$ cat src/sv/cstr_ram.sv
// generic single-write, single-read ram with registered read data
`default_nettype none
module cstr_ram #(
    parameter int WIDTH = 8,
    parameter int DEPTH = 16
) (
    input  wire logic                     i_clk,
    input  wire logic                     i_we,
    input  wire logic [$clog2(DEPTH)-1:0] i_waddr,
    input  wire logic [WIDTH-1:0]         i_wdata,
    input  wire logic [$clog2(DEPTH)-1:0] i_raddr,
    output logic      [WIDTH-1:0]         o_rdata
);
    logic [WIDTH-1:0] r_mem [DEPTH];

    always_ff @(posedge i_clk) begin
        if (i_we) begin
            r_mem[i_waddr] <= i_wdata;
        end
        o_rdata <= r_mem[i_raddr];
    end
endmodule
`default_nettype wire

$ cat config.mk
export PLATFORM = sky130hd
export DESIGN_NAME = cstr_ram
export DESIGN_NICKNAME = d
export VERILOG_FILES = /design/src/sv/cstr_ram.sv
export SDC_FILE = /design/constraint.sdc
export NUM_CORES = 1
export LEC_CHECK = 0
export ABC_AREA = 1
export BUFFER_PORTS_ARGS = -buffer_cell sky130_fd_sc_hd__buf_4
export CORE_MARGIN = 5
export CORE_UTILIZATION = 65
export CTS_CLUSTER_DIAMETER = 100
export DETAILED_ROUTE_END_ITERATION = 6
export PLACE_DENSITY = 0.84
export SLEW_MARGIN = 30
export SYNTH_ARGS = -nofsm -noshare
export SYNTH_HDL_FRONTEND = slang
export SYNTH_SLANG_ARGS = --single-unit
$ cat constraint.sdc
create_clock -name i_clk -period 2.6 [get_ports i_clk]
set_input_delay 0.52 -clock i_clk [delete_from_list [all_inputs] [get_ports i_clk]]
set_output_delay 0.52 -clock i_clk [all_outputs]
set_load 0.05 [all_outputs]
==> impl_metrics.csv <==
group,metric,value,unit
pwr,internal_power,4.39,mW
logic_synthesis,yosysUniqueCellTypes,12,
final_layout,drive_gt1_share,9.88,%
grt,grt_usage,26.9,%
clock_network,cts_buffers,17,
grt,grt_pass1_vias,4060,
pwr,power.switching,1.17,mW
pwr,vdd_drop_max,0.000723,V
die,core.rowCount,34,
drt,wl,14100,um
clock_network,clock_path_buffers,2,
clock_network,numClockSinks,136,
clock_network,cts-root-buf,"clkbuf_8",
logic_synthesis,ys_seq_area_share,69.4,%
drt,wire_per_inst,20.2,um
pwr,p_comb_share,6.5,%
final_layout,num-nets-final,592,
timing,setup_ws,0.976,ns
timing,fin_crit_sh,62.5,%
critical_path,path_cells,"buf_4",
grt,grt_overflow,0,
clock_network,clk_pin_slew,0.06,ns
clock_network,tritoncts,"yes",
timing,max_freq,616,MHz
timing,setup_tns,0,ns
grt,antenna_found_initial,0,
status,status,"finished clean",
final_layout,final_area,0.00663,mm^2
timing,setup_viol_count_final,0,
timing,skew,0.00602,ns
clock_network,htree_levels,4,
worst_hold_path,hold_path_class,"input port to flop",
critical_path,cpPeakStageDelay,0.37,ns
logic_synthesis,syn_avg_cell_area,10.5,um^2
logic_synthesis,ys_seq_elements,136,
pwr,p_leak,2.88,nW
pwr,p_per_area,838,mW/mm^2
critical_path,slowest_stage,"dfxtp_1",
critical_path,cp.arrival,1.10,ns
critical_path,critPathKind,"flop to primary output",
drt,drt-initial-drc-count,592,
drt,num_vias,4074,
die,die_area,0.0109,mm^2
final_layout,area_delta_synth_final,14.9,%
timing,timing.hold.ws,0.332,ns
clock_network,holdBufCountCts,0,
timing,grt_setup_unrepaired,"false",
critical_path,cp.required,2.08,ns
pwr,p_clk_share,48.9,%
die,die_w,104,um
logic_synthesis,yosysWarnings,0,
pwr,seq_power_share,44.5,%
die,io_pins,26,
die,core,0.00868,mm^2
critical_path,start_kind,"flop",
grt,grt_pass1_wl,22200,um
clock_network,cts_resized,0,
logic_synthesis,syn_inst,551,
final_layout,final_cells,695,
timing,slew_headroom,39.6,%
placed_design,portBuffers,25,
logic_synthesis,synth_nets,569,
drt,firstDrtPassIters,5,
pwr,p_total,5.56,mW
final_layout,antennaDiodeCount,0,
critical_path,critical-path-top-delay-family,"flip-flops",
clock_network,cts_setup_buffers,0,
critical_path,critPathBufInv,1,
drt,viasPerCell,5.86,
clock_network,clock_latency,0.51,ns
drt,drc,0,
logic_synthesis,yosys.area.top_type,"edfxtp_1",
critical_path,cp-end-kind,"primary output",
timing,finalHoldViolCount,0,
placed_design,gp_congestion,0.878,
final_layout,final_core_util,76.4,%
logic_synthesis,synth_area_leaders,"edfxtp_1 (67%), nand2_1 (11%), nand3_1 (8.4%)",
placed_design,dpl-instance-area,0.00596,mm^2
grt,grt_max_degree,65,
die,start_util,66.5,%
pwr,switching_share,21.0,%
placed_design,place_ws,0.621,ns
placed_design,dp.cells,663,
die,die_h,104,um
logic_synthesis,syn_area,0.00577,mm^2
logic_synthesis,synth_top_cell_area_share,66.7,%
drt,detail-route-antenna-nets,0,
critical_path,crit_fanout,1,
job,maxCapViolCount,0,
timing,drv_slew,0,
timing,layout_min_cycle_time,1.62,ns
timing,tightest_slew,0.902,ns
placed_design,post-dp-hpwl,7660,um
-- path summary, 6_finish.rpt --
kind,startpoint,end,slack (ns),cells past startpoint
worst max-delay path,o_rdata[2],o_rdata[2],0.98,1
worst min-delay path,i_raddr[3],o_rdata[1],0.33,3
worst max register to register,r_mem[9][5],o_rdata[5],1.47,6
worst min register to register,r_mem[3][2],o_rdata[2],0.69,6
-- registers in the layout, summed over array words and instances, names as in the netlist --
signal,count
r_mem,128
o_rdata,8
-- logic make-up (layout without fill, tap and decap cells) --
| family | after synthesis | in the layout | share of synthesized area (%) |
|---|---|---|---|
| buffers and inverters | 126 | 162 | 9.52 |
| DFF | 136 | 136 | 69.4 |
| and+or+nand+nor | 289 | 289 | 21.0 |
-- layout make-up --
type / count / area (um^2)
multi-input combinational: 289 / 1210
clock buffer: 18 / 418
fill: 515 / 2050
sequential: 136 / 4000
timing repair buffer: 28 / 223
inverter: 102 / 383
clock inverter: 14 / 253
tap: 108 / 135
-- power by group through the flow --
stage	clock (mW)	sequential, mW	combinational [mW]
2_1_floorplan	0	2.56	0.173
6_report	2.72	2.47	0.364
3_5_place_dp	0	2.52	0.346
5_1_grt	2.84	2.47	0.390
4_1_cts	2.72	2.47	0.358
3_3_place_gp	0	2.51	0.335
-- placed cells by master (no fill, tap or decap), drive strengths merged --
| cell | n |
|---|---|
| nand3b | 2 |
| dfxtp | 8 |
| edfxtp | 128 |
| clkinv | 7 |
| nand3 | 97 |
| inv | 102 |
| bufinv | 7 |
| clkbuf | 18 |
| buf | 28 |
| nand2 | 173 |
| nor2 | 17 |
-- cell usage after synthesis (all sizes together) --
master	number
buf	24
nand2	173
nand3	97
inv	102
nor2	17
dfxtp	8
nand3b	2
edfxtp	128
-- metal layers --
layer / track usage [%] / vias to the layer above / part of all wire [%]
met3: 7.14 / 43 / 11
met4: 9.53 / 0 / 3.2
met2: 43.3 / 309 / 49
met5: 0 / - / 0
li1: - / 1821 / -
met1: 35.7 / 1901 / 37
No activity file was read; power rests on OpenSTA's default activity.
