<file path="src/sv/cstr_pkg.sv">
// shared types, constants and codes for the can transport segment/reassemble block
`default_nettype none
package cstr_pkg;

    localparam int REQ_BUF_DEPTH = 4096;
    localparam int ADDR_W        = $clog2(REQ_BUF_DEPTH);
    localparam int REQ_LIMIT     = (REQ_BUF_DEPTH < 4095) ? REQ_BUF_DEPTH : 4095;
    localparam int CFG_W         = 29;

    localparam logic [1:0] MODE_BYTE    = 2'd0;
    localparam logic [1:0] MODE_FRAME   = 2'd1;
    localparam logic [1:0] MODE_TXRDY   = 2'd2;
    localparam logic [1:0] MODE_TIMEOUT = 2'd3;

    localparam logic [1:0] KIND_FRAME   = 2'd0;
    localparam logic [1:0] KIND_PAYLOAD = 2'd1;
    localparam logic [1:0] KIND_STATUS  = 2'd2;

    localparam logic [2:0] ST_OK        = 3'd0;
    localparam logic [2:0] ST_TOO_LONG  = 3'd1;
    localparam logic [2:0] ST_BAD_FC    = 3'd2;
    localparam logic [2:0] ST_NO_RESP   = 3'd3;
    localparam logic [2:0] ST_UNDERSIZE = 3'd4;
    localparam logic [2:0] ST_SEQUENCE  = 3'd5;
    localparam logic [2:0] ST_UNKNOWN   = 3'd6;

    localparam logic [1:0] REG_TESTER_ID = 2'd0;
    localparam logic [1:0] REG_TARGET_ID = 2'd1;
    localparam logic [1:0] REG_SHORT_ACK = 2'd2;

    typedef struct packed {
        logic [1:0]  mode;
        logic [7:0]  data_byte;
        logic        last_byte;
        logic        expect_response;
        logic [28:0] rx_id;
        logic [63:0] rx_data;
    } t_in_item;

    typedef struct packed {
        logic [1:0]  kind;
        logic [28:0] tx_id;
        logic [3:0]  tx_dlc;
        logic [63:0] tx_data;
        logic [16:0] gap_us;
        logic [7:0]  payload_byte;
        logic        payload_end;
        logic [11:0] payload_length;
        logic [2:0]  status;
        logic        last;
    } t_out_item;

    typedef enum logic [2:0] {
        OP_STATUS = 3'd0,
        OP_SF     = 3'd1,
        OP_FF     = 3'd2,
        OP_CF     = 3'd3,
        OP_PAY    = 3'd4
    } t_op;

    // one job handed from the front to the back
    typedef struct packed {
        t_op         op;
        logic [2:0]  status;
        logic [11:0] len;
        logic [11:0] pos;
        logic [3:0]  seq;
        logic [2:0]  n;
        logic [16:0] gap;
        logic [63:0] data;
        logic [2:0]  first;
        logic        has_end;
        logic [2:0]  end_i;
        logic [11:0] plen;
        logic        ack;
        logic [3:0]  ack_dlc;
    } t_cmd;

    typedef struct packed {
        logic              we;
        logic [ADDR_W-1:0] addr;
        logic [7:0]        data;
    } t_wr;

endpackage
`default_nettype wire

</file>
<file path="src/sv/cstr_back.sv">
// back: gathers request bytes, builds frames and expands jobs into result words
`default_nettype none
module cstr_back (
    input  wire logic                      i_clk,
    input  wire logic                      i_rst_n,
    input  wire logic                      i_q_valid,
    input  wire cstr_pkg::t_cmd            i_cmd,
    output logic                           o_pop,
    output logic                           o_idle,
    output logic [cstr_pkg::ADDR_W-1:0]    o_raddr,
    input  wire logic [7:0]                i_rdata,
    input  wire logic [28:0]               i_tester_id,
    output logic                           o_out_valid,
    input  wire logic                      i_out_stall,
    output cstr_pkg::t_out_item            o_result
);
    import cstr_pkg::*;

    typedef enum logic [5:0] {
        B_IDLE  = 6'b000001,
        B_READ  = 6'b000010,
        B_FRAME = 6'b000100,
        B_PAY   = 6'b001000,
        B_ACK   = 6'b010000,
        B_STAT  = 6'b100000
    } t_bstate;

    t_bstate     r_state, n_state;
    t_cmd        r_cmd;
    logic [2:0]  r_k, n_k;
    logic [63:0] r_frame, r_prev, init_frame;
    logic        r_rd_vld, rd_issue;
    logic [2:0]  r_rd_slot;
    logic        free, load;
    t_out_item   n_res;
    logic [2:0]  pidx;

    assign free = !o_out_valid || !i_out_stall;
    assign o_idle = (r_state == B_IDLE);
    assign pidx = r_cmd.first + r_k;
    assign o_raddr = ((r_cmd.op == OP_CF) ? r_cmd.pos[ADDR_W-1:0] : ADDR_W'(0))
                     + ADDR_W'(r_k);

    always_comb begin
        unique case (i_cmd.op)
            OP_SF:   init_frame = {i_cmd.len[7:0], 56'd0};
            OP_FF:   init_frame = {4'h1, i_cmd.len, 48'd0};
            OP_CF:   init_frame = {4'h2, i_cmd.seq, r_prev[55:0]};
            default: init_frame = '0;
        endcase
    end

    always_comb begin
        n_state = r_state;
        n_k = r_k;
        o_pop = 1'b0;
        load = 1'b0;
        rd_issue = 1'b0;
        n_res = '0;
        unique case (r_state)
            B_IDLE: begin
                if (i_q_valid) begin
                    o_pop = 1'b1;
                    n_k = '0;
                    unique case (i_cmd.op)
                        OP_STATUS: n_state = B_STAT;
                        OP_PAY:    n_state = B_PAY;
                        default:   n_state = B_READ;
                    endcase
                end
            end
            B_READ: begin
                if (r_k < r_cmd.n) begin
                    rd_issue = 1'b1;
                    n_k = r_k + 3'd1;
                end else if (!r_rd_vld) begin
                    n_state = B_FRAME;
                end
            end
            B_FRAME: begin
                if (free) begin
                    load = 1'b1;
                    n_res.kind = KIND_FRAME;
                    n_res.tx_id = i_tester_id;
                    n_res.tx_dlc = 4'd8;
                    n_res.tx_data = r_frame;
                    n_res.gap_us = r_cmd.gap;
                    n_res.last = 1'b1;
                    n_state = B_IDLE;
                end
            end
            B_PAY: begin
                if (free) begin
                    load = 1'b1;
                    n_res.kind = KIND_PAYLOAD;
                    n_res.payload_byte = r_cmd.data[63 - 8*pidx -: 8];
                    n_res.payload_end = r_cmd.has_end && (r_k == r_cmd.end_i);
                    n_res.payload_length = r_cmd.plen;
                    n_res.last = (r_k == r_cmd.n - 3'd1) && !r_cmd.ack;
                    n_k = r_k + 3'd1;
                    if (r_k == r_cmd.n - 3'd1) begin
                        n_state = r_cmd.ack ? B_ACK : B_IDLE;
                    end
                end
            end
            B_ACK: begin
                if (free) begin
                    load = 1'b1;
                    n_res.kind = KIND_FRAME;
                    n_res.tx_id = i_tester_id;
                    n_res.tx_dlc = r_cmd.ack_dlc;
                    n_res.tx_data = {8'h30, 56'd0};
                    n_res.last = 1'b1;
                    n_state = B_IDLE;
                end
            end
            B_STAT: begin
                if (free) begin
                    load = 1'b1;
                    n_res.kind = KIND_STATUS;
                    n_res.status = r_cmd.status;
                    n_res.last = 1'b1;
                    n_state = B_IDLE;
                end
            end
            default: n_state = B_IDLE;
        endcase
    end

    always_ff @(posedge i_clk) begin
        if (o_pop) begin
            r_cmd <= i_cmd;
            r_frame <= init_frame;
        end else if (r_rd_vld) begin
            r_frame[63 - 8*r_rd_slot -: 8] <= i_rdata;
        end
        r_rd_slot <= r_k + ((r_cmd.op == OP_FF) ? 3'd2 : 3'd1);
        if (load) begin
            o_result <= n_res;
        end
        if (!i_rst_n) begin
            r_state <= B_IDLE;
            r_k <= '0;
            r_rd_vld <= 1'b0;
            r_prev <= '0;
            o_out_valid <= 1'b0;
        end else begin
            r_state <= n_state;
            r_k <= n_k;
            r_rd_vld <= rd_issue;
            // first and consecutive frames leave their bytes as padding for the next one
            if (r_state == B_FRAME && free && r_cmd.op != OP_SF) begin
                r_prev <= r_frame;
            end
            if (load) begin
                o_out_valid <= 1'b1;
            end else if (!i_out_stall) begin
                o_out_valid <= 1'b0;
            end
        end
    end
endmodule
`default_nettype wire

</file>
<file path="config.mk">
export PLATFORM = sky130hd
export DESIGN_NAME = cstr_back
export DESIGN_NICKNAME = d
export VERILOG_FILES = /design/src/sv/cstr_pkg.sv /design/src/sv/cstr_back.sv
export SDC_FILE = /design/constraint.sdc
export NUM_CORES = 1
export LEC_CHECK = 0
export BUFFER_PORTS_ARGS = -buffer_cell sky130_fd_sc_hd__buf_4
export CORE_MARGIN = 2
export CORE_UTILIZATION = 52
export DETAILED_ROUTE_END_ITERATION = 10
export GPL_ROUTABILITY_DRIVEN = 0
export PLACE_DENSITY = 0.77
export SLEW_MARGIN = 20
export SYNTH_ARGS = -nofsm -noshare
export SYNTH_HDL_FRONTEND = slang
export SYNTH_SLANG_ARGS = --single-unit
</file>
<file path="constraint.sdc">
create_clock -name i_clk -period 9.6 [get_ports i_clk]
set_clock_uncertainty 0.1 [all_clocks]
set_input_delay 0.48 -clock i_clk [delete_from_list [all_inputs] [get_ports i_clk]]
set_output_delay 0.48 -clock i_clk [all_outputs]
set_load 0.01 [all_outputs]
</file>
==> results of run 1 <==
[Yosys cell counts (all sizes together), types with 13 or more instances]
library cell	count	area share, %
mux4	14	2.0
buf	33	1.3
nand2	156	3.7
o21ai	35	1.1
a21oi	73	2.3
nor2	27	0.69
edfxtp	331	63
mux2i	18	1.1
inv	13	0.31
nor3	16	0.57
a22o	53	2.9
and2	118	4.7
clkbuf	31	0.75
and3	16	0.63
dfxtp	70	8.9
[worst max-delay path by stage]
stage                     cells past startpoint            to  slack, ns  startpoint
after detailed placement                      5  o_result[67]       5.91  r_state[2]
after global placement                        5  o_result[67]       6.08  r_state[2]
final                                         5         o_pop       5.44  r_state[2]
after global routing                          5         o_pop       5.17  r_state[2]
after floorplan                               4   o_result[0]       1.10  r_state[4]
after CTS                                     5         o_pop       5.44  r_state[2]
[power groups by stage]
stage / combinational, mW / clock (mW) / sequential, mW
after global routing: 0.757 / 1.69 / 2.38
after detailed placement: 0.694 / 0 / 2.39
after floorplan: 0.408 / 0 / 2.39
after global placement: 0.676 / 0 / 2.37
after CTS: 0.698 / 1.62 / 2.36
final: 0.697 / 1.59 / 2.36
[worst max-delay path, delay by kind of cell, from the launching register on]
kind / cells / cell delay [ns]
buffers and inverters: 3 / 1.79
DFF: 1 / 0.41
and+or+nand+nor: 2 / 0.77
[metal layers]
metal  global-route usage [%]  up-vias
met1                     28.4     4837
met2                     38.0      487
met4                     8.91        2
met3                     5.56       97
li1                         -     4718
met5                        0        -
[sequential cells by signal, summed over array words and instances, names as in the netlist]
| name | cells |
|---|---|
| r_prev | 56 |
| r_state | 6 |
| r_k | 3 |
| r_cmd | 126 |
| o_out_valid | 1 |
| r_rd_slot | 3 |
| r_frame | 64 |
| r_rd_vld | 1 |
| o_result | 141 |
[cells by family after synthesis]
family | share of synthesized area, %
AOI/OAI and AO/OA | 7.78
xor gates and xnor gates | 1.24
adders and majority gates | 1.17
buffers and inverters | 2.41
DFF | 71.7
muxes | 3.13
and+or+nand+nor | 12.5
[layout by cell type, fill, tap and decap left out, types with 8 or more instances in the layout]
cell type,instances
a22o_1,53
o21ai_0,32
clkbuf_16,43
mux4_2,14
clkbuf_1,8
mux2i_1,18
and3_1,16
nand2_1,156
edfxtp_1,331
clkinv_1,9
and2_1,118
xnor2_1,10
nor3_1,13
buf_4,350
a21oi_1,72
ha_1,10
dfxtp_1,70
nor2_1,26
inv_1,13
[final cells by class]
cell class	instances	area (sq um)	share of cell area, %
Sequential cell	401	11300	56.6
Multi-Input combinational cell	629	4120	20.6
Timing Repair Buffer	351	2650	13.2
Clock buffer	53	1130	5.66
Tap cell	390	488	2.44
Clock inverter	23	238	1.19
Inverter	15	58.8	0.294
Antenna cell	1	2.50	0.0125
[stage by stage]
stage	power (mW)	setup WS, ns	area, sq um
6_report	4.65	5.44	20000
5_1_grt	4.83	5.17	20000
4_1_cts	4.67	5.44	20000
3_5_place_dp	3.08	5.91	18600
3_3_place_gp	3.05	6.08	18600
2_1_floorplan	2.79	1.10	15800
==> reports/qor.txt, run 1 <==
Status = finished clean
Overall global routing resource usage = 22.6%
Crit path kind = reg2out
Antenna violations before repair = 1
CP arrival = 3.58 ns
HP Start = i_cmd[52]
Max-cap violation count = 0
Wl on met1 = 13.6 mm
Remaining global-route overflow = 0
DR vias = 10,100
DR WL met3 = 3.01 mm
Post-synth EDFFs = 331
Clock slew at reported path FFs = 0.06 ns
Int Power = 3.47 mW
Worst Tran Pin Value = 1.04 ns
FF+latch count, synth = 401
Worst Setup Start Kind = flip-flop
FFs w/ async S/R, synth = 0%
Max Buffers Root-to-Sink = 3
Max layer used = met5
DR WL met2 = 17.9 mm
Switching power = 1.18 mW
PwrDens = 232 nW/um^2
Rel. slew slack = 30.3%
HPWL Detailed = 24.1 mm
Yosys cell types = 67
Vias per inst = 5.44
Minimum clock period = 4.16 ns
Switching share of power = 25.4%
First-pass GRT wire length = 54.8 mm
DR WL/cell = 19.3 um
Root Buffer = clkbuf_16
Final max-slew violation count = 0
Sequential share of power = 50.7%
Placeable Area = 29,800 sq um
Sequential element share of the synthesized area = 71.7%
Hold Path End = r_cmd[52]
Die ar. = 31,800 sq um
Fmax = 240 MHz
Register-to-Register Setup Slack = 5.90 ns
Worst path slowest cell = buf_4
RR Startpoint = r_state[2]
RSZ-0062 raised after global routing = false
Hold Slack = 0.0229 ns
Port Buf Inserts = 338
Final Util = 67.2%
CTS tree = built
Clk sink count = 401
H-tree Lvls = 2
RR Endpoint = o_result[114]
Placed Instances = 1,786
Die Wd = 178 um
I/O pin cnt = 339
Synth Flop Type = edfxtp_1
Most used cell, CP = buf_4
Synthesized Nets = 1,305
Fin Setup TNS = 0 ns
Hold depth = 1
Clock network fraction of total power = 34.3%
Layout cell share with drive strength beyond 1 = 30.4%
First-pass iteration count of the detailed router = 5
Synthesis-to-layout area growth = 26.7%
Die height = 178 um
Post-CTS Setup Bufs = 0
Non-Filler Instances = 1,863
DRT Wirelength = 36.0 mm
Max stage delay on crit path = 0.85 ns
Crit path max fanout = 79
Lkg Pwr = 7.48 nW
Post-Synthesis Cell Area = 15,800 sq um
Vias in the first global route = 10,000
Pin count of the biggest net entering global routing = 84
Site Rows = 63
Cells along the critical path = nor4_4 -> nand3_2 -> inv_4 -> buf_4 -> buf_4
Avg Inst Size Synth = 14.3 sq um
Hold_buf cts = 0
Total Nets Final = 1,635
Drc violations = 0
ANT nets after route = 0
Hold Path Class = in2reg
FF-to-FF path depth = 5
Worst IR Drop VDD = 194 uV
Iter 0 DRT Violations = 838
# resized after CTS = 0
Fin crit share = 43.3%
Worst Setup End Kind = output pin
Final setup fails = 0
Endpoints failing hold = 0
CP required = 9.02 ns
Post-Syn Instances = 1,109
Worst-skew pair later-pin latency = 0.54 ns
Combinational power share = 15.0%
Yosys warnings = 0
Initial Utilization = 53.1%
Number of fillers in the final layout = 2,094
CTS Buf Count = 41
(Power assumes the default switching activity.)
==> run 2: changes to the inputs <==
--- a/config.mk
+++ b/config.mk
@@ -7,10 +7,10 @@
 export LEC_CHECK = 0
 export BUFFER_PORTS_ARGS = -buffer_cell sky130_fd_sc_hd__buf_4
 export CORE_MARGIN = 2
-export CORE_UTILIZATION = 52
+export CORE_UTILIZATION = 49
 export DETAILED_ROUTE_END_ITERATION = 10
 export GPL_ROUTABILITY_DRIVEN = 0
-export PLACE_DENSITY = 0.77
+export PLACE_DENSITY = 0.76
 export SLEW_MARGIN = 20
 export SYNTH_ARGS = -nofsm -noshare
 export SYNTH_HDL_FRONTEND = slang
==> constraint.sdc (replaced) <==
create_clock -name i_clk -period 3.51 [get_ports i_clk]
set_clock_uncertainty 0.1 [all_clocks]
set_input_delay 0.1755 -clock i_clk [delete_from_list [all_inputs] [get_ports i_clk]]
set_output_delay 0.1755 -clock i_clk [all_outputs]
set_load 0.01 [all_outputs]
==> run 2 against run 1 <==
- sequential power increased to 2.7 times the previous value
- sequential share of layout area decreased by 4.9 points
- register-to-register slack worse by 5.8 ns
- clock-buffer cell count is the same
- critical path depth up 2
- global-route usage increased by 1.7 points
- cell count up 11%
- critical path type is now reg2reg
- non-clock buffer count up 184
- cell area increased by 9.4%
- die area is 6.0% higher
==> reports/qor.txt, run 2 (synthesis results as in run 1) <==
CP required = 3.70 ns (was 9.02 ns)
Met1 usage = 28.9% (was 28.4%)
Top flop regs = o_result x141, r_cmd x126, r_frame x64 (unchanged)
Max FFs per register = 141 (unchanged)
Placed cell areas = 18,700 sq um (was 18,600 sq um)
Fin Setup TNS = 0 ns (unchanged)
Post-route cell area = 21,900 sq um (was 20,000 sq um)
Commonest cells after routing, fill and taps aside = buf_4, edfxtp_1, dlygate4sd3_1, nand2_1, and2_1 (was buf_4, edfxtp_1, nand2_1, and2_1, a21oi_1)
Fin crit share = 96.7%
DR WL/cell = 20.0 um (was 19.3 um)
Total Nets Final = 1,820 (was 1,635)
Minimum clock period = 3.39 ns
Most flops, register = o_result (unchanged)
Die Wd = 184 um (was 178 um)
DR vias = 11,000 (was 10,100)
Hold Path End = r_frame[58] (was r_cmd[52])
Max Buffers Root-to-Sink = 3 (unchanged)
Dpl ws = 0.218 ns (was 5.91 ns)
ANT nets after route = 0 (unchanged)
HPWL Detailed = 24.6 mm (was 24.1 mm)
Register-to-Register Setup Slack = 0.12 ns (was 5.90 ns)
CTS Buf Count = 42 (was 41)
Die height = 184 um (was 178 um)
Worst-skew pair later-pin latency = 0.54 ns (about the same)
Drc violations = 0 (unchanged)
Overall global routing resource usage = 24.3% (was 22.6%)
Port Buf Inserts = 338 (unchanged)
Worst Setup Slack, final = 0.115 ns (was 5.44 ns)
Status = finished clean (unchanged)
Non-Filler Instances = 2,061 (was 1,863)
Gr busiest metal = met2 (unchanged)
Vias per inst = 5.35 (was 5.44)
Placed Instances = 1,803 (was 1,786)
Crit path max fanout = 14 (was 79)
Hold Slack = 0.0372 ns (was 0.0229 ns)
CP arrival = 3.58 ns (about the same)
Final max-slew violation count = 0 (unchanged)
FF-to-FF path depth = 7 (was 5)
Layout cell share with drive strength beyond 1 = 27.7% (was 30.4%)
Lkg Pwr = 8.26 nW (was 7.48 nW)
First-pass iteration count of the detailed router = 5 (unchanged)
RR Endpoint = o_result[17] (was o_result[114])
I/O pin cnt = 339 (unchanged)
Vias in the first global route = 11,400 (was 10,000)
Antenna violations before repair = 3 (was 1)
Sequential Area = 11,300 sq um (unchanged)
PwrDens = 594 nW/um^2 (was 232 nW/um^2)
Final setup fails = 0 (unchanged)
DRT Wirelength = 41.3 mm (was 36.0 mm)
GR Util met2 = 42.4% (was 38.0%)
Met3 usage = 5.15% (was 5.56%)
Hold Path Class = in2reg (unchanged)
Endpoints failing hold = 0 (unchanged)
Die ar. = 33,700 sq um (was 31,800 sq um)
Fmax = 295 MHz
Leading cell type in the layout, fill and taps excluded = buf_4 (unchanged)
H-tree Lvls = 2 (unchanged)
Iter 0 DRT Violations = 1,029 (was 838)
Clk sink count = 401 (unchanged)
Root Buffer = clkbuf_16 (unchanged)
Worst Setup Start Kind = flip-flop (unchanged)
Final Power = 13.0 mW (was 4.65 mW)
Worst Tran Pin Value = 1.01 ns (was 1.04 ns)
Area of the multi-input gates = 4140 sq um (was 4120 sq um)
Pin count of the biggest net entering global routing = 121 (was 84)
Clock slew at reported path FFs = 0.06 ns (about the same)
RR Startpoint = r_cmd[21] (was r_state[2])
Crit path kind = reg2reg (was reg2out)
Max-cap violation count = 0 (unchanged)
Remaining global-route overflow = 0 (unchanged)
Synthesis-to-layout area growth = 38.6% (was 26.7%)
Site Rows = 65 (was 63)
Initial Utilization = 50.0% (was 53.1%)
CTS tree = built (unchanged)
Placeable Area = 31,600 sq um (was 29,800 sq um)
Hold depth = 3 (was 1)
First-pass GRT wire length = 62.8 mm (was 54.8 mm)
HP Start = i_cmd[134] (was i_cmd[52])
Rel. slew slack = 31.9% (was 30.3%)
RSZ-0062 raised after global routing = false (unchanged)
Worst IR Drop VDD = 567 uV (was 194 uV)
Number of fillers in the final layout = 2,025 (was 2,094)
Worst Setup End Kind = flip-flop (was output pin)
Final Util = 69.3% (was 67.2%)
==> run 2: critical path, stage by stage, from the launching register on <==
cell and delay (ns):
edfxtp_1 0.39, ha_1 0.24, fa_1 0.42, xor2_2 0.66
xnor2_2 0.19, buf_4 0.32, mux4_2 0.57, a22o_1 0.26
==> run 2: layer usage <==
layer / share of wire (%) / vias to the layer above
li1: - / 5083
met1: 37 / 5297
met2: 51 / 527
met3: 7.1 / 117
met4: 4.4 / 2
met5: 0.039 / -
==> run 2: area by class of cell <==
class	count	share of cell area, %
diodes	2	0.0228
clock inverters	24	0.988
multi-input cells	629	18.9
repair buffers	535	20.5
well taps	402	2.30
flip-flops and latches	401	51.7
inverters	15	0.268
clock buffers	53	5.26
==> run 2: how the worst max path moves through the flow <==
stage	from	to
after detailed placement	r_cmd[21]	o_result[18]
after floorplan	r_state[4]	o_result[0]
after CTS	r_cmd[140]	o_raddr[10]
after global placement	r_cmd[21]	o_result[17]
final	r_cmd[21]	o_result[17]
after global routing	r_cmd[21]	o_result[17]
==> run 2: what timing repair did <==
item,in CTS,in global routing
hold buffers,179,0
resized for setup,0,1
endpoints found under the hold margin,225,0
setup endpoints to repair,0,1
setup buffers,0,0
==> run 2: where the power goes <==
part | total [mW] | leakage, nW | switching, mW | internal, mW
sequential | 6.47 | 3.55 | 0.345 | 6.13
clock | 4.37 | 0.670 | 1.82 | 2.56
combinational | 2.16 | 4.04 | 1.24 | 0.926
