File: src/sv/cstr_pkg.sv
// shared types, constants and codes for the can transport segment/reassemble block
`default_nettype none
package cstr_pkg;

    localparam int REQ_BUF_DEPTH = 4096;
    localparam int ADDR_W        = $clog2(REQ_BUF_DEPTH);
    localparam int REQ_LIMIT     = (REQ_BUF_DEPTH < 4095) ? REQ_BUF_DEPTH : 4095;
    localparam int CFG_W         = 29;

    localparam logic [1:0] MODE_BYTE    = 2'd0;
    localparam logic [1:0] MODE_FRAME   = 2'd1;
    localparam logic [1:0] MODE_TXRDY   = 2'd2;
    localparam logic [1:0] MODE_TIMEOUT = 2'd3;

    localparam logic [1:0] KIND_FRAME   = 2'd0;
    localparam logic [1:0] KIND_PAYLOAD = 2'd1;
    localparam logic [1:0] KIND_STATUS  = 2'd2;

    localparam logic [2:0] ST_OK        = 3'd0;
    localparam logic [2:0] ST_TOO_LONG  = 3'd1;
    localparam logic [2:0] ST_BAD_FC    = 3'd2;
    localparam logic [2:0] ST_NO_RESP   = 3'd3;
    localparam logic [2:0] ST_UNDERSIZE = 3'd4;
    localparam logic [2:0] ST_SEQUENCE  = 3'd5;
    localparam logic [2:0] ST_UNKNOWN   = 3'd6;

    localparam logic [1:0] REG_TESTER_ID = 2'd0;
    localparam logic [1:0] REG_TARGET_ID = 2'd1;
    localparam logic [1:0] REG_SHORT_ACK = 2'd2;

    typedef struct packed {
        logic [1:0]  mode;
        logic [7:0]  data_byte;
        logic        last_byte;
        logic        expect_response;
        logic [28:0] rx_id;
        logic [63:0] rx_data;
    } t_in_item;

    typedef struct packed {
        logic [1:0]  kind;
        logic [28:0] tx_id;
        logic [3:0]  tx_dlc;
        logic [63:0] tx_data;
        logic [16:0] gap_us;
        logic [7:0]  payload_byte;
        logic        payload_end;
        logic [11:0] payload_length;
        logic [2:0]  status;
        logic        last;
    } t_out_item;

    typedef enum logic [2:0] {
        OP_STATUS = 3'd0,
        OP_SF     = 3'd1,
        OP_FF     = 3'd2,
        OP_CF     = 3'd3,
        OP_PAY    = 3'd4
    } t_op;

    // one job handed from the front to the back
    typedef struct packed {
        t_op         op;
        logic [2:0]  status;
        logic [11:0] len;
        logic [11:0] pos;
        logic [3:0]  seq;
        logic [2:0]  n;
        logic [16:0] gap;
        logic [63:0] data;
        logic [2:0]  first;
        logic        has_end;
        logic [2:0]  end_i;
        logic [11:0] plen;
        logic        ack;
        logic [3:0]  ack_dlc;
    } t_cmd;

    typedef struct packed {
        logic              we;
        logic [ADDR_W-1:0] addr;
        logic [7:0]        data;
    } t_wr;

endpackage
`default_nettype wire

File: src/sv/cstr_queue.sv
// two-entry job queue between front and back
`default_nettype none
module cstr_queue (
    input  wire logic           i_clk,
    input  wire logic           i_rst_n,
    input  wire logic           i_push,
    input  wire cstr_pkg::t_cmd i_cmd,
    input  wire logic           i_pop,
    output logic                o_valid,
    output logic                o_full,
    output cstr_pkg::t_cmd      o_cmd
);
    import cstr_pkg::*;

    t_cmd       r_slot [2];
    logic       r_wptr, r_rptr;
    logic [1:0] r_cnt;

    assign o_valid = (r_cnt != 2'd0);
    assign o_full  = (r_cnt == 2'd2);
    assign o_cmd   = r_slot[r_rptr];

    always_ff @(posedge i_clk) begin
        if (i_push) begin
            r_slot[r_wptr] <= i_cmd;
        end
        if (!i_rst_n) begin
            r_wptr <= 1'b0;  r_rptr <= 1'b0;  r_cnt <= '0;
        end else begin
            if (i_push) begin
                r_wptr <= ~r_wptr;
            end
            if (i_pop) begin
                r_rptr <= ~r_rptr;
            end
            r_cnt <= r_cnt + {1'b0, i_push} - {1'b0, i_pop};
        end
    end
endmodule
`default_nettype wire

File: config.mk
export PLATFORM = sky130hd
export DESIGN_NAME = cstr_queue
export DESIGN_NICKNAME = d
export VERILOG_FILES = /design/src/sv/cstr_pkg.sv /design/src/sv/cstr_queue.sv
export SDC_FILE = /design/constraint.sdc
export NUM_CORES = 1
export LEC_CHECK = 0
export ABC_AREA = 1
export BUFFER_PORTS_ARGS = -buffer_cell sky130_fd_sc_hd__buf_2
export CORE_ASPECT_RATIO = 0.8
export CORE_MARGIN = 1.5
export CORE_UTILIZATION = 40
export DETAILED_ROUTE_END_ITERATION = 12
export PLACE_DENSITY = 0.63
export SLEW_MARGIN = 30
export SYNTH_ARGS = -nofsm -noshare
export SYNTH_HDL_FRONTEND = slang
export SYNTH_SLANG_ARGS = --single-unit
File: constraint.sdc
create_clock -name i_clk -period 13.4 [get_ports i_clk]
set_input_delay 1.34 -clock i_clk [delete_from_list [all_inputs] [get_ports i_clk]]
set_output_delay 1.34 -clock i_clk [all_outputs]
set_load 0.01 [all_outputs]
==> results.py, run 1 <==
metrics = {
    "outcome": {
        "status": "finished clean",
    },
    "pwr": {
        "vdd_drop_max_v": 0.0001607,
        "power_w": 0.002035,
        "p_leak_nw": 5.261,
        "power.density_nw_per_um2": 150.3,
    },
    "setup_path": {
        "ff2ff_path_depth": 3,
        "criticalPathCategory": "reg2out",
        "r2r-end": "r_slot[0][54]$_DFFE_PP_",
        "cp_data_arrival_time_ns": 2.36,
        "r2r_slack_ns": 10.77,
        "end_kind": "primary output",
        "r2r-start": "r_wptr$_SDFFE_PN0P_",
        "crit_required_ns": 12.06,
        "critical_path.max_fanout": 69,
        "critPathLaunchType": "flip-flop",
    },
    "route": {
        "viasPerCell": 4.581,
        "routed_wl_mm": 20.03,
        "routedWlPerCell_um": 17.25,
        "vias": 5318,
        "ant_nets": 0,
        "post-route-drc-count": 0,
        "drt-pass1-iter-count": 4,
        "drtIter0Drc": 197,
    },
    "grt": {
        "grt_max_degree": 77,
        "grt_use_total": 0.1355,
        "grt_overflow": 0,
        "grt_pass1_wl_mm": 29.41,
        "grt_pass1_vias": 5394,
        "antenna_found_initial": 3,
    },
    "final_layout": {
        "drive_above_1_share": 0.5990,
        "nNetsFinal": 932,
        "design_area_um2": 13540,
        "area_growth_pct": 25.44,
    },
    "worst_hold_path": {
        "hold_class": "reg2reg",
        "holdPathEnd": "r_rptr$_SDFFE_PN0P_",
        "min_from": "r_rptr$_SDFFE_PN0P_",
        "min_path_cells": 2,
    },
    "logic_synthesis": {
        "synth_seq_cells": 289,
        "ys_warn_count": 0,
        "synthCells": 475,
        "synthesis.area_um2": 10800,
        "yosys.cell_types.count": 12,
        "syn_avg_cell_area_um2": 22.73,
        "synth.yosys.seq_area_share": 0.7993,
        "syn-num-nets": 623,
    },
    "place": {
        "dp_slack_ns": 9.324,
        "dpl_cell_area_um2": 12610,
        "portBuffers": 289,
        "place.gp.congestion": 0.7217,
        "dp_hpwl_mm": 13.08,
    },
    "clock_tree": {
        "cts_buffer_depth": 3,
        "cts_tree": "done",
        "cts_inserted_buffers": 29,
        "cts_resized": 0,
        "cts_num_sinks": 289,
        "cts_setup_buffers": 0,
        "hold_buffers": 0,
        "clk_root_buffer_cell": "clkbuf_16",
        "htreeDepth": 1,
        "cts.clk_slew.worst_paths_ns": 0.06,
        "clkLatencyLatePin_ns": 0.53,
    },
    "sta": {
        "max_freq_mhz": 270.2,
        "finalClockSkew_ns": 0.006341,
        "rsz0062_at_grt": "no",
        "relSlewSlack": 0.4854,
        "timing.final.crit_share": 0.2762,
        "hold_viol_final": 0,
        "hold_slack_ns": 0.5057,
        "timing.final.ws_setup_ns": 9.699,
        "tightest_slew_ns": 0.7718,
        "setup_viol": 0,
        "fin_crit_ns": 3.701,
        "tns_ns": 0,
        "maxSlewViolCount": 0,
    },
    "die": {
        "start_util": 0.4090,
        "die_area_um2": 27990,
        "die_w_um": 186.7,
        "io_pins": 290,
        "die_h_um": 149.9,
        "rows": 53,
        "core_um2": 26390,
    },
    "run": {
        "cap_violations": 0,
    },
}
[layout make-up]
type                    instances  area (µm²)
diodes                          1       2.502
clock buffers                  39       793.3
fillers                      2218       12850
multi-input cells             163        2006
inverters                       7       31.28
flip-flops and latches        289        8632
well taps                     357       446.7
clock inverters                11       131.4
repair buffers                294        1499
[stage by stage]
stage          std cells    util
2_1_floorplan        475       -
3_3_place_gp        1110  0.4774
3_5_place_dp        1110  0.4777
4_1_cts             1160  0.5127
5_1_grt             1160  0.5130
6_report            1161  0.5131
[flip-flops by register name, summed over array words and instances (netlist names), named ones only]
register and count:
r_slot 284, r_cnt 2, r_rptr 1, r_wptr 1
[kinds of logic after synthesis]
| family | synth area share |
|---|---|
| fa+ha+maj | 0.002318 |
| flops | 0.7993 |
| buf+inv | 0.01565 |
| compound gates | 0.0004632 |
| simple gates | 0.006374 |
| mux | 0.1759 |
[cells in the mapped netlist]
library cell  number  area [µm²]
a21oi_1            1       5.000
buf_2              6       30.03
buf_6             10       112.6
dfxtp_1            5       100.1
edfxtp_1         284        8528
ha_1               2       25.02
inv_1              7       26.28
mux2_2            62       698.2
mux2_4            80        1201
nand2_1            9       33.78
nand3_1            1       5.000
nor2_1             8       30.03
[per-layer routing]
metal  global-route usage  part of all wire
met1               0.1734              0.44
met2               0.2166              0.45
met3              0.05277             0.088
met4              0.03589             0.022
met5                    0            0.0012
[worst max-delay path, stage by stage, from the launching register on]
cell	delay (ns)
dfxtp_4	0.56
buf_6	0.60
mux2_2	0.44
buf_2	0.14
[how the worst max path moves through the flow]
stage,from,slack (ns),to
after floorplan,i_push,5.43,r_slot[0][0]$_DFFE_PP_
after global placement,i_push,9.36,r_slot[0][50]$_DFFE_PP_
after detailed placement,i_push,9.32,r_slot[0][46]$_DFFE_PP_
after CTS,flip-flop,9.52,o_cmd[124]
after global routing,flip-flop,9.58,o_cmd[35]
final,flip-flop,9.70,o_cmd[29]
[power breakdown]
part	internal, W	switching [W]
Combinational	0.0000952	0.000100
Sequential	0.00105	0.0000124
Clock	0.000469	0.000311
Total	0.00161	0.000424
[layout by cell type, fill, tap and decap left out, drive strengths merged, types with 2 or more instances in the layout]
| cell | instances |
|---|---|
| buf | 294 |
| bufinv | 3 |
| clkbuf | 39 |
| clkinv | 7 |
| dfxtp | 5 |
| edfxtp | 284 |
| ha | 2 |
| inv | 7 |
| mux2 | 142 |
| nand2 | 9 |
| nor2 | 8 |
(Power assumes the default switching activity.)
==> run 2: changes to the inputs <==
==> constraint.sdc (replaced) <==
create_clock -name i_clk -period 3.54 [get_ports i_clk]
set_input_delay 0.354 -clock i_clk [delete_from_list [all_inputs] [get_ports i_clk]]
set_output_delay 0.354 -clock i_clk [all_outputs]
set_load 0.01 [all_outputs]
==> run 2 against run 1 <==
Total power rose to 3.9 times the previous value; critical path depth did not move; design area rose by 10%; clock skew rose by 0.013 ns; largest power group unchanged; sequential share of layout area fell by 6.0 points; critical endpoint is now o_cmd[141]; sequential power rose to 3.8 times the previous value; highest routed layer unchanged.
==> results.py, run 2 (synthesis gave the netlist of run 1 again) <==
metrics = {
    "worst_hold_path": {
        "hold_class": "in2reg",
    },
    "setup_path": {
        "endpoint": "o_cmd[141]",
        "ff2ff_path_depth": 2,
        "r2r-start": "r_wptr$_SDFFE_PN0P_",
        "critPathLaunchType": "flip-flop",
        "r2r-end": "r_slot[0][66]$_DFFE_PP_",
        "crit_required_ns": 3.19,
        "criticalPathCategory": "reg2out",
        "cp_data_arrival_time_ns": 2.31,
        "r2r_slack_ns": 1.76,
        "critical_path.max_fanout": 48,
        "end_kind": "primary output",
    },
    "route": {
        "ant_nets": 0,
        "drtIter0Drc": 241,
        "routed_wl_mm": 21.99,
        "routedWlPerCell_um": 16.99,
        "vias": 5842,
        "viasPerCell": 4.515,
        "drt-pass1-iter-count": 4,
        "post-route-drc-count": 0,
    },
    "pwr": {
        "vdd_drop_max_v": 0.0003537,
        "p_leak_nw": 5.853,
        "power.density_nw_per_um2": 533.0,
    },
    "final_layout": {
        "largest_reg_flops": 284,
        "largest_register": "r_slot",
        "drive_above_1_share": 0.5214,
        "mostFrequentLayoutCells": "289 x buf_2, 284 x edfxtp_1, 126 x dlygate4sd3_1",
        "layout_commonest_cell": "buf_2",
        "nNetsFinal": 1062,
        "fillers": 2055,
        "area_growth_pct": 38.44,
        "design_area_um2": 14950,
        "reg.largest.list": "r_slot (284), r_cnt (2)",
    },
    "sta": {
        "hold_viol_final": 0,
        "finalClockSkew_ns": 0.01928,
        "fin_crit_ns": 2.665,
        "timing.final.crit_share": 0.7528,
        "timing.final.ws_setup_ns": 0.8751,
        "relSlewSlack": 0.4851,
        "max_freq_mhz": 375.3,
        "setup_viol": 0,
        "maxSlewViolCount": 0,
        "tightest_slew_ns": 0.7705,
        "tns_ns": 0,
        "rsz0062_at_grt": "no",
    },
    "run": {
        "cap_violations": 0,
    },
    "grt": {
        "grt_use_total": 0.1519,
        "grt_pass1_wl_mm": 32.84,
        "grt_max_degree": 65,
        "grt_pass1_vias": 6155,
        "grt_overflow": 0,
        "antenna_found_initial": 2,
    },
    "clock_tree": {
        "cts_num_sinks": 289,
        "cts_tree": "done",
        "htreeDepth": 1,
        "clk_root_buffer_cell": "clkbuf_16",
        "cts.clk_slew.worst_paths_ns": 0.06,
        "cts_inserted_buffers": 29,
        "cts_setup_buffers": 0,
        "clkLatencyLatePin_ns": 0.54,
        "cts_buffer_depth": 3,
    },
    "die": {
        "die_h_um": 149.9,
        "die_w_um": 186.7,
        "die_area_um2": 27990,
        "core_um2": 26390,
        "rows": 53,
        "start_util": 0.4090,
        "io_pins": 290,
    },
    "place": {
        "dp_hpwl_mm": 13.77,
        "dpl_cell_area_um2": 12700,
        "place.gp.congestion": 0.6943,
        "portBuffers": 289,
        "dp_slack_ns": 1.444,
    },
    "outcome": {
        "status": "finished clean",
    },
}
run 2: worst min-delay path by stage:
stage / from / end / slack (ns) / cells after the start
after floorplan: i_rst_n / r_cnt[0]$_SDFF_PN0_ / 0.45 / 2
after global placement: r_rptr$_SDFFE_PN0P_ / r_rptr$_SDFFE_PN0P_ / 0.48 / 2
after detailed placement: r_rptr$_SDFFE_PN0P_ / r_rptr$_SDFFE_PN0P_ / 0.49 / 2
after CTS: i_cmd[121] / r_slot[1][121]$_DFFE_PP_ / 0.0004 / 1
after global routing: i_cmd[69] / r_slot[0][69]$_DFFE_PP_ / 0.0002 / 1
final: i_cmd[34] / r_slot[0][34]$_DFFE_PP_ / 0.03 / 1
run 2: routing by layer:
layer  GRT usage  part of all wire  vias to the layer above
met5           0           0.00059                        -
met4     0.03831             0.020                        2
met3     0.04714             0.074                       30
met2      0.2552              0.47                      219
met1      0.1927              0.43                     2841
li1            -                 -                     2750
run 2: timing repair:
item	CTS	global route
endpoints found under the hold margin	250	2
resized for setup	0	0
hold buffers	125	1
run 2: stage by stage:
stage,std cells,hold slack [ns],total power (W),util
after detailed placement,1114,0.4923,0.004859,0.4813
after CTS,1292,0.0004414,0.008059,0.5658
after floorplan,475,0.4475,0.004526,-
final,1294,0.02695,0.007966,0.5663
after global placement,1114,0.4783,0.004844,0.4813
after global routing,1293,0.0002254,0.008262,0.5662
run 2: power breakdown:
part	switching (W)	leakage (nW)	total (W)	internal (W)
Combinational	0.000403	2.66	0.000867	0.000464
Sequential	0.0000590	2.71	0.00402	0.00396
Clock	0.00121	0.486	0.00308	0.00187
run 2: worst max-delay path, cell delays in order (launching register included):
cell and delay, ns:
dfxtp_4 0.83, buf_4 0.39, mux2_2 0.38, buf_2 0.14
run 2: cell type report:
type	count	area, µm²	area share
antenna	1	2.502	0.0001674
timing repair buffer	424	2850	0.1907
clock buffer	36	792.0	0.05299
sequential	289	8632	0.5776
inverter	7	30.03	0.002009
multi-input combinational	163	2006	0.1342
clock inverter	17	186.4	0.01247
tap	357	446.7	0.02989
==> run 3: changes to the inputs <==
==> constraint.sdc (replaced) <==
create_clock -name i_clk -period 2.7 [get_ports i_clk]
set_input_delay 0.27 -clock i_clk [delete_from_list [all_inputs] [get_ports i_clk]]
set_output_delay 0.27 -clock i_clk [all_outputs]
set_load 0.01 [all_outputs]
==> run 3 against run 2 <==
Non-clock buffer count increased by 26; largest cell class unchanged; critical path type unchanged; die area unchanged; register-to-register slack got worse by 0.73 ns; sequential share of layout area decreased by 0.86 points; clock-buffer cell count increased by 1; critical endpoint is now o_cmd[78]; sequential cell count unchanged.
==> results.py, run 3 (synthesis gave the netlist of run 1 again) <==
metrics = {
    "outcome": {
        "status": "finished clean",
    },
    "route": {
        "vias": 5976,
        "drt-pass1-iter-count": 6,
        "ant_nets": 0,
        "viasPerCell": 4.531,
        "routed_wl_mm": 22.50,
        "routedWlPerCell_um": 17.06,
        "post-route-drc-count": 0,
        "drtIter0Drc": 239,
    },
    "setup_path": {
        "cp_cell_sequence": "buf_12, mux2_4, buf_2",
        "slowest_delay_ns": 0.54,
        "cp_data_arrival_time_ns": 2.06,
        "critPathLaunchType": "flip-flop",
        "cpMaxStageDelayCell": "dfxtp_4",
        "r2r_slack_ns": 1.03,
        "criticalPathCategory": "reg2out",
        "crit_required_ns": 2.43,
        "end_kind": "primary output",
        "critical_path.max_fanout": 58,
    },
    "sta": {
        "relSlewSlack": 0.5487,
        "fin_crit_ns": 2.326,
        "finalClockSkew_ns": 0.02215,
        "rsz0062_at_grt": "no",
        "hold_viol_final": 0,
        "maxSlewViolCount": 0,
        "max_freq_mhz": 429.8,
        "setup_viol": 0,
        "tightest_slew_ns": 0.6754,
        "timing.final.crit_share": 0.8616,
    },
    "clock_tree": {
        "htreeDepth": 1,
        "cts_inserted_buffers": 30,
        "cts.clk_slew.worst_paths_ns": 0.06,
        "cts_buffer_depth": 3,
        "clk_root_buffer_cell": "clkbuf_16",
        "cts_resized": 0,
        "cts_tree": "done",
        "clkLatencyLatePin_ns": 0.54,
        "cts_num_sinks": 289,
    },
    "final_layout": {
        "area_growth_pct": 40.57,
        "nNetsFinal": 1089,
        "largest_register": "r_slot",
        "mostFrequentLayoutCells": "289 x buf_2, 284 x edfxtp_1, 143 x dlygate4sd3_1",
        "largest_reg_flops": 284,
        "n_antenna_cell": 0,
        "design_area_um2": 15170,
        "layout_commonest_cell": "buf_2",
        "reg.largest.list": "r_slot (284), r_cnt (2)",
        "drive_above_1_share": 0.5135,
        "final-instance-count-excl-fill": 1319,
    },
    "grt": {
        "antenna_found_initial": 0,
        "grt_max_degree": 59,
        "grt_pass1_wl_mm": 34.31,
        "grt_pass1_vias": 6343,
        "grt_use_total": 0.1560,
        "grt_overflow": 0,
    },
    "die": {
        "rows": 53,
        "die_h_um": 149.9,
        "die_area_um2": 27990,
        "core_um2": 26390,
        "start_util": 0.4090,
        "die_w_um": 186.7,
        "io_pins": 290,
    },
    "worst_hold_path": {
        "hold_class": "in2reg",
    },
    "place": {
        "dpl_cell_area_um2": 12800,
        "dp_hpwl_mm": 14.15,
        "placed_cells": 1123,
        "place.gp.congestion": 0.7352,
        "portBuffers": 289,
    },
    "pwr": {
        "vdd_drop_max_v": 0.0006578,
        "power.density_nw_per_um2": 684.0,
        "p_leak_nw": 5.953,
    },
    "run": {
        "cap_violations": 0,
    },
}
run 3: final timing paths:
check        depth (start not counted)                start                        to
max                                  3            flip-flop                 o_cmd[78]
min                                  3               i_push       r_wptr$_SDFFE_PN0P_
max reg2reg                          3  r_wptr$_SDFFE_PN0P_  r_slot[1][102]$_DFFE_PP_
min reg2reg                          2  r_wptr$_SDFFE_PN0P_       r_wptr$_SDFFE_PN0P_
run 3: layer usage:
layer | up-vias | share of wire | global-route usage
met3 | 33 | 0.084 | 0.05277
met1 | 2902 | 0.43 | 0.1990
met5 | - | 0 | 0
li1 | 2800 | - | -
met4 | 0 | 0.022 | 0.03952
met2 | 241 | 0.47 | 0.2573
run 3: area by class of cell:
type                       instances  area [µm²]
clock inverter                    16       145.1
multi-input combinational        163        2008
sequential                       289        8633
timing repair buffer             450        3113
fill                            2067       11220
inverter                           7       30.03
clock buffer                      37       798.3
tap                              357       446.7
run 3: per-stage QoR:
step | hold slack, ns | TNS (ns) | utilization | setup WS, ns | total power, W
finish | 0.02967 | 0 | 0.5750 | 0.3736 | 0.01038
global route | 0.01433 | 0 | 0.5750 | 0.2726 | 0.01075
CTS | 0.002760 | 0 | 0.5750 | 0.3197 | 0.01049
detailed placement | 0.4610 | 0 | 0.4850 | 0.9018 | 0.006382
global placement | 0.4573 | 0 | 0.4850 | 0.9202 | 0.006361
floorplan | 0.3635 | -46.68 | - | -0.1983 | 0.005935
run 3: critical path, delay by kind of cell, from the launching register on:
| family | cells | cell delay (ns) |
|---|---|---|
| buffers and inverters | 2 | 0.55 |
| DFF | 1 | 0.54 |
| muxes | 1 | 0.35 |
run 3: timing repair:
action / in CTS / in global routing
hold buffers: 143 / 0
hold endpoints to repair: 289 / 0
setup buffers: 0 / 0
run 3: report_power, final:
part	switching [W]	leakage [nW]	internal [W]
Sequential	0.0000636	2.71	0.00520
Clock	0.00157	0.464	0.00236
Combinational	0.000549	2.78	0.000641
Total	0.00218	5.95	0.00819
